[src/rtl/ihc_pkg.sv]
package ihc_pkg;

	localparam int unsigned LEVEL_W = 12;
	localparam int unsigned DELAY_W = 10;
	localparam int unsigned INDEX_W = 3;

	localparam logic [DELAY_W-1:0] COUNT_MAX = {DELAY_W{1'b1}};

	// Button detector phases.
	localparam logic [1:0] PH_WAIT_PRESS   = 2'd0;
	localparam logic [1:0] PH_WAIT_RELEASE = 2'd1;
	localparam logic [1:0] PH_FIRE         = 2'd2;
	localparam logic [1:0] PH_UNUSED       = 2'd3;

	// Configuration register indexes.
	localparam logic [INDEX_W-1:0] REG_KNOB_ON   = 3'd0;
	localparam logic [INDEX_W-1:0] REG_KNOB_OFF  = 3'd1;
	localparam logic [INDEX_W-1:0] REG_DAYLIGHT  = 3'd2;
	localparam logic [INDEX_W-1:0] REG_DUSK      = 3'd3;
	localparam logic [INDEX_W-1:0] REG_OFF_DELAY = 3'd4;
	localparam logic [INDEX_W-1:0] REG_ON_DELAY  = 3'd5;

	// Reset values: 0.8, 0.2, 0.8 and 0.6 of full scale; 2000 ms and 1000 ms in 20 ms ticks.
	localparam logic [LEVEL_W-1:0] RST_KNOB_ON   = 12'd3276;
	localparam logic [LEVEL_W-1:0] RST_KNOB_OFF  = 12'd819;
	localparam logic [LEVEL_W-1:0] RST_DAYLIGHT  = 12'd3276;
	localparam logic [LEVEL_W-1:0] RST_DUSK      = 12'd2457;
	localparam logic [DELAY_W-1:0] RST_OFF_DELAY = 10'd100;
	localparam logic [DELAY_W-1:0] RST_ON_DELAY  = 10'd50;

	typedef struct packed {
		logic               ignition_level;
		logic               seat_occupied;
		logic [LEVEL_W-1:0] knob_sample;
		logic [LEVEL_W-1:0] light_sample;
	} tick_beat_t;

	typedef struct packed {
		logic engine_running;
		logic lamps_lit;
	} result_beat_t;

	typedef struct packed {
		logic [LEVEL_W-1:0] knob_on_level;
		logic [LEVEL_W-1:0] knob_off_level;
		logic [LEVEL_W-1:0] bright_level;
		logic [LEVEL_W-1:0] dark_level;
		logic [DELAY_W-1:0] off_delay_ticks;
		logic [DELAY_W-1:0] on_delay_ticks;
	} cfg_t;

	typedef struct packed {
		logic [1:0]         button_phase;
		logic               engine_on;
		logic               lamps_on;
		logic [DELAY_W-1:0] elapsed_ticks;
	} ctrl_state_t;

endpackage

[src/rtl/ihc_cfg_regs.sv]
module ihc_cfg_regs (
	input  logic                               clk,
	input  logic                               arst_n,
	input  logic                               cfg_we,
	input  logic [ihc_pkg::INDEX_W-1:0]        cfg_index,
	input  logic [ihc_pkg::LEVEL_W-1:0]        cfg_data,
	output ihc_pkg::cfg_t                      cfg
);

	ihc_pkg::cfg_t cfg_q;

	always_ff @(posedge clk or negedge arst_n) begin
		if (!arst_n) begin
			cfg_q.knob_on_level   <= ihc_pkg::RST_KNOB_ON;
			cfg_q.knob_off_level  <= ihc_pkg::RST_KNOB_OFF;
			cfg_q.bright_level    <= ihc_pkg::RST_DAYLIGHT;
			cfg_q.dark_level      <= ihc_pkg::RST_DUSK;
			cfg_q.off_delay_ticks <= ihc_pkg::RST_OFF_DELAY;
			cfg_q.on_delay_ticks  <= ihc_pkg::RST_ON_DELAY;
		end else if (cfg_we) begin
			unique case (cfg_index)
				ihc_pkg::REG_KNOB_ON:   cfg_q.knob_on_level   <= cfg_data;
				ihc_pkg::REG_KNOB_OFF:  cfg_q.knob_off_level  <= cfg_data;
				ihc_pkg::REG_DAYLIGHT:  cfg_q.bright_level    <= cfg_data;
				ihc_pkg::REG_DUSK:      cfg_q.dark_level      <= cfg_data;
				ihc_pkg::REG_OFF_DELAY: cfg_q.off_delay_ticks <= cfg_data[ihc_pkg::DELAY_W-1:0];
				ihc_pkg::REG_ON_DELAY:  cfg_q.on_delay_ticks  <= cfg_data[ihc_pkg::DELAY_W-1:0];
				default: ;
			endcase
		end
	end

	assign cfg = cfg_q;

endmodule

[src/rtl/ihc_step.sv]
module ihc_step (
	input  ihc_pkg::ctrl_state_t cur,
	input  ihc_pkg::tick_beat_t  tick,
	input  ihc_pkg::cfg_t        cfg,
	output ihc_pkg::ctrl_state_t nxt
);

	logic                        fire;
	logic [1:0]                  phase_nxt;
	logic                        engine_nxt;
	logic [ihc_pkg::DELAY_W-1:0] count_inc;
	logic                        off_due;
	logic                        on_due;

	// Press/release detector: fires one tick after the release is seen.
	always_comb begin
		fire      = 1'b0;
		phase_nxt = cur.button_phase;
		unique case (cur.button_phase)
			ihc_pkg::PH_WAIT_PRESS: begin
				if (tick.ignition_level) phase_nxt = ihc_pkg::PH_WAIT_RELEASE;
			end
			ihc_pkg::PH_WAIT_RELEASE: begin
				if (!tick.ignition_level) phase_nxt = ihc_pkg::PH_FIRE;
			end
			ihc_pkg::PH_FIRE: begin
				fire      = 1'b1;
				phase_nxt = ihc_pkg::PH_WAIT_PRESS;
			end
			default: phase_nxt = ihc_pkg::PH_WAIT_PRESS;
		endcase
	end

	always_comb begin
		engine_nxt = cur.engine_on;
		if (fire) engine_nxt = cur.engine_on ? 1'b0 : tick.seat_occupied;
	end

	// The counter saturates before it is compared with the delay.
	assign count_inc = (cur.elapsed_ticks == ihc_pkg::COUNT_MAX) ? cur.elapsed_ticks
	                   : cur.elapsed_ticks + 1'b1;
	assign off_due   = count_inc >= cfg.off_delay_ticks;
	assign on_due    = count_inc >= cfg.on_delay_ticks;

	always_comb begin
		nxt.button_phase  = phase_nxt;
		nxt.engine_on     = engine_nxt;
		nxt.lamps_on      = cur.lamps_on;
		nxt.elapsed_ticks = cur.elapsed_ticks;
		if (!engine_nxt) begin
			nxt.lamps_on = 1'b0;
		end else if (tick.knob_sample >= cfg.knob_on_level) begin
			nxt.lamps_on = 1'b1;
		end else if (tick.knob_sample <= cfg.knob_off_level) begin
			nxt.lamps_on = 1'b0;
		end else if (tick.light_sample >= cfg.bright_level) begin
			if (off_due) begin
				nxt.lamps_on      = 1'b0;
				nxt.elapsed_ticks = '0;
			end else begin
				nxt.elapsed_ticks = count_inc;
			end
		end else if (tick.light_sample <= cfg.dark_level) begin
			if (on_due) begin
				nxt.lamps_on      = 1'b1;
				nxt.elapsed_ticks = '0;
			end else begin
				nxt.elapsed_ticks = count_inc;
			end
		end else begin
			nxt.elapsed_ticks = '0;
		end
	end

endmodule

[src/rtl/ignition_and_auto_headlamp_controller_core.sv]
// Channel   Direction  Handshake                  Payload
// tick      in         tick_valid / tick_ready    ihc_pkg::tick_beat_t, one 20 ms tick
// result    out        result_valid/result_ready  ihc_pkg::result_beat_t, one per tick
// cfg       in         cfg_we (no wait)           cfg_index, cfg_data
//
// Every tick beat gives exactly one result beat. A taken tick passes from the input register
// to the result register, which offers it with result_valid, and the block takes a new tick
// beat in every cycle while results flow.
// The input register and the result register both hold a beat, so a stalled result
// still lets one more tick be taken; only then does tick_ready drop.
// Reset (arst_n low) clears the detector, engine, lamps and counter and loads the
// register defaults; no clearing pass is needed.
module ignition_and_auto_headlamp_controller_core (
	input  logic                        clk,
	input  logic                        arst_n,
	input  logic                        tick_valid,
	output logic                        tick_ready,
	input  ihc_pkg::tick_beat_t         tick,
	output logic                        result_valid,
	input  logic                        result_ready,
	output ihc_pkg::result_beat_t       result,
	input  logic                        cfg_we,
	input  logic [ihc_pkg::INDEX_W-1:0] cfg_index,
	input  logic [ihc_pkg::LEVEL_W-1:0] cfg_data
);

	ihc_pkg::cfg_t         cfg;
	ihc_pkg::tick_beat_t   tick_s1;
	logic                  tick_valid_s1;
	ihc_pkg::ctrl_state_t  state_q;
	ihc_pkg::ctrl_state_t  state_nxt;
	ihc_pkg::result_beat_t result_q;
	logic                  result_valid_q;
	logic                  advance;

	ihc_cfg_regs u_cfg_regs (
		.clk       (clk),
		.arst_n    (arst_n),
		.cfg_we    (cfg_we),
		.cfg_index (cfg_index),
		.cfg_data  (cfg_data),
		.cfg       (cfg)
	);

	// The buffered tick is processed when the result register is empty or being emptied.
	assign advance    = tick_valid_s1 && (!result_valid_q || result_ready);
	assign tick_ready = !tick_valid_s1 || advance;

	always_ff @(posedge clk or negedge arst_n) begin
		if (!arst_n) begin
			tick_valid_s1 <= 1'b0;
		end else if (tick_ready) begin
			tick_valid_s1 <= tick_valid;
		end
	end

	// Payload register, loaded only when a beat is taken.
	always_ff @(posedge clk) begin
		if (tick_valid && tick_ready) begin
			tick_s1 <= tick;
		end
	end

	ihc_step u_step (
		.cur  (state_q),
		.tick (tick_s1),
		.cfg  (cfg),
		.nxt  (state_nxt)
	);

	// Controller state moves on exactly once per processed tick.
	always_ff @(posedge clk or negedge arst_n) begin
		if (!arst_n) begin
			state_q.button_phase  <= ihc_pkg::PH_WAIT_PRESS;
			state_q.engine_on     <= 1'b0;
			state_q.lamps_on      <= 1'b0;
			state_q.elapsed_ticks <= '0;
		end else if (advance) begin
			state_q <= state_nxt;
		end
	end

	always_ff @(posedge clk or negedge arst_n) begin
		if (!arst_n) begin
			result_valid_q <= 1'b0;
		end else if (advance) begin
			result_valid_q <= 1'b1;
		end else if (result_ready) begin
			result_valid_q <= 1'b0;
		end
	end

	always_ff @(posedge clk) begin
		if (advance) begin
			result_q.engine_running <= state_nxt.engine_on;
			result_q.lamps_lit      <= state_nxt.lamps_on;
		end
	end

	assign result_valid = result_valid_q;
	assign result       = result_q;

endmodule

[config.mk]
export PLATFORM = sky130hd
export DESIGN_NAME = ignition_and_auto_headlamp_controller_core
export DESIGN_NICKNAME = d
export VERILOG_FILES = /design/src/rtl/ihc_pkg.sv /design/src/rtl/ihc_cfg_regs.sv /design/src/rtl/ihc_step.sv /design/src/rtl/ignition_and_auto_headlamp_controller_core.sv
export SDC_FILE = /design/constraint.sdc
export NUM_CORES = 1
export LEC_CHECK = 0
export ABC_CLOCK_PERIOD_IN_PS = 8700
export BUFFER_PORTS_ARGS = -buffer_cell sky130_fd_sc_hd__buf_2
export CORE_ASPECT_RATIO = 0.9
export CORE_MARGIN = 4
export CORE_UTILIZATION = 45
export CTS_CLUSTER_DIAMETER = 30
export DETAILED_ROUTE_END_ITERATION = 10
export HOLD_SLACK_MARGIN = 0.05
export PLACE_DENSITY_LB_ADDON = 0.15
export SYNTH_ARGS = -nofsm -noshare
export SYNTH_HDL_FRONTEND = slang
export SYNTH_SLANG_ARGS = --single-unit
[constraint.sdc]
create_clock -name clk -period 8.7 [get_ports clk]
set_clock_uncertainty 0.1 [all_clocks]
set_input_delay 1.74 -clock clk [delete_from_list [all_inputs] [get_ports clk]]
set_output_delay 1.74 -clock clk [all_outputs]
set_load 0.03 [all_outputs]
==> results.md <==
- Status: completed
- Starting Density: 0.464
- Max-cap viol count: 0
- Yosys cell types: 51
- Met1 usage: 0.240
- Synth top area cells: dfrtp_1 23%, ha_1 14%, edfxtp_1 14%
- Core Util, Final: 0.521
- Worst Path Arrival: ~2.2 ns
- Post-synth EDFFs: 28
- CTS HTree Levels: 3
- Initial drt markers: 194
- Filler cell count: ~1200
- Delay-heaviest family, CP: buffers and inverters
- Horiz. Die Dim: 129 um
- Final hold slack: between 0.3 and 0.4 ns
- Final Max Slew Viols: 0
- Final setup fails: 0
- WP data required: slightly below 7 ns
- CTS buffer count: 9
- CORE AREA: 12800 sq um
- Gp weighted congestion: approximately 0.9
- Wire per inst: 15.5 um
- Clock Latency Late Sink: approximately 0.36 ns
- Worst rel slew slack: 0.209
- Sequential cell area: slightly below 3000 sq um
- Gr usage total: 0.180
- Largest net degree at the start of global routing: 56
- Vias in the first global route: between 4000 and 5000
- Max stage delay cell, worst path: buf_2
- GRT overflow: 0
- Sequential-to-total area share from yosys stat: 0.500
- Final WL: about 12 mm
- Synthesized instance count: roughly 560
- Die area: between 15000 and 20000 sq um
- Share of cells above drive strength 1: 0.223
- Tot Pwr: 1510 uW
- Post-CTS setup buffers: 0
- Met2 usage: 0.295
- # port buffers: 49
- Area share of the largest cell type after synthesis: 0.227
- Final setup TNS: 0 ns
- Cell chain of the critical path: buf_2, nand3b_1, buf_2
- CP max stage delay: approximately 0.20 ns
- Syn nets: a little under 700
- Met3 Usage GRT: 0.0377
- Setup CP Type: in2out
- Final #Nets: 732
- Initial antenna violation count: 0
- Pre-antenna DRT Iters: 4
- Post-layout min period: between 4 and 5 ns
- # DRC: 0
- Slew @ Worst Pin: approximately 1.2 ns
- Post-route design area: 6680 sq um
- R2R Setup Slk: 4.83 ns
- Cts hold-fix bufs: 0
- Startpoint types: input pin
- Root Buffer: clkbuf_16
- Clock Tree Buf Depth: 2
- Vias: a little over 4000
- Final Hold Viols: 0
- Crit share post-route: 0.468
- Synth Register Bits: about 110
- I/O pin count: 50
- Row cnt: 39
- Worst vdd ir: approximately 0.00012 V
- Mean instance size in the synthesized netlist: 10.6 sq um
- Crit end category: primary output
- RSZ-0062 raised after global routing: false
- Detail Route Antenna Nets: 0
- Die Y: around 120 um
- Area grow syn2layout: 12.2%
- Clock Sinks: roughly 110
- Bufs and invs on worst path: 2
- Critical-path maximum fanout: 3
- Async set-reset flop share out of synthesis: 0.750
- Main synth FF type: dfrtp_1
- Min-Delay Path Class: reg2reg
- Most Frequent Cell on Critical Path: buf_2
- Post_cts resized: 0
- PwrDens: between 200 and 250 nW/um^2
- Global-route wire length before repair: ~21 mm
- Yosys warning total: 0
- Peak Freq: between 0.2 and 0.25 GHz
- DP HPWL: between 9 and 10 mm
- Area of the multi-input gates: between 2000 and 3000 sq um
- Synthesized area: around 6000 sq um
- N_diodes: 0
- GRT busiest layer: met2
- Leakage: 0.00303 uW
- TritonCTS clock tree: built
- Synth area leader: dfrtp_1
- DR vias/cell: between 5 and 6
- CTS clk-pin slew, worst paths: 0.07 ns
- Placed Area: roughly 6400 sq um
## flip-flops by register name, indices dropped and copies added (netlist names)
| name | count |
|---|---|
| state_q | 14 |
| result | 2 |
| result_valid | 1 |
| tick_valid_s1 | 1 |
| tick_s1 | 26 |
| u_cfg_regs.cfg | 68 |
## worst paths after layout
kind / cells past startpoint / startpoint / to
max in group asynchronous: 2 / arst_n / tick_valid_s1$_DFFE_PN0N_
min in group asynchronous: 1 / arst_n / state_q[1]$_DFFE_PN0P_
worst min-delay path: 1 / tick_valid_s1$_DFFE_PN0N_ / result_valid$_DFFE_PN0P_
worst min register to register: 1 / tick_valid_s1$_DFFE_PN0N_ / result_valid$_DFFE_PN0P_
worst max register to register: 14 / state_q[0]$_DFFE_PN0P_ / state_q[0]$_DFFE_PN0P_
worst max-delay path: 3 / result_ready / tick_ready
## layout by cell type, fill, tap and decap left out, drive strengths merged, types with 7 or more instances in the layout
master and count:
nand4 7, a21oi 25, a21o 10, nand3 15
nand2 77, edfxtp 28, nor2 8, dfstp 30
ha 69, clkbuf 10, mux2 27, dfrtp 54
inv 72, nand2b 8, buf 53, o21ai 65
nor3 9
## layer usage
layer  wire [um]  up-vias
li1            -     2071
met1        5920     1966
met2        5720       76
met3         378       13
met4         198        0
met5           0        -
## cell type report
type	count	area share
inverters	69	0.0387
clock buffers	10	0.0343
repair buffers	53	0.0416
flip-flops and latches	112	0.446
multi-input cells	372	0.401
clock inverters	6	0.00768
well taps	164	0.0307
## where the power goes
| group | switching, uW | internal [uW] | leakage (uW) |
|---|---|---|---|
| sequential | 45.8 | 656 | 0.00125 |
| combinational | 233 | 174 | 0.00164 |
| clock | 199 | 199 | 0.000136 |
## synth_stat cells (all sizes together), types with 3 or more instances
master,number
nor2b,5
nor3b,5
nand2b,8
mux2,27
o21ai,65
and2,5
a31oi,4
a21oi,25
xnor2,4
a21o,10
buf,3
nand3,15
nor3,9
dfrtp,54
clkbuf,8
ha,69
nand2,77
o211ai,5
inv,69
edfxtp,28
nor2,8
dfstp,30
nand4,7
## kinds of logic (layout without fill, tap and decap cells)
kind of cell / after synthesis / in the layout / synth area share
AOI/OAI and AO/OA: 122 / 122 / 0.122
xor gates and xnor gates: 4 / 4 / 0.00588
adders and majority gates: 69 / 69 / 0.145
buffers and inverters: 80 / 138 / 0.0519
DFF: 112 / 112 / 0.500
muxes: 27 / 27 / 0.0511
and+or+nand+nor: 150 / 150 / 0.124
## metrics by stage
stage / setup slack [ns] / cells
after floorplan: 4.77 / 564
after global placement: 4.67 / 770
after detailed placement: 4.62 / 770
after CTS: 4.62 / 786
after global routing: 4.48 / 786
final: 4.63 / 786
Power figures use the tool's default switching activity.
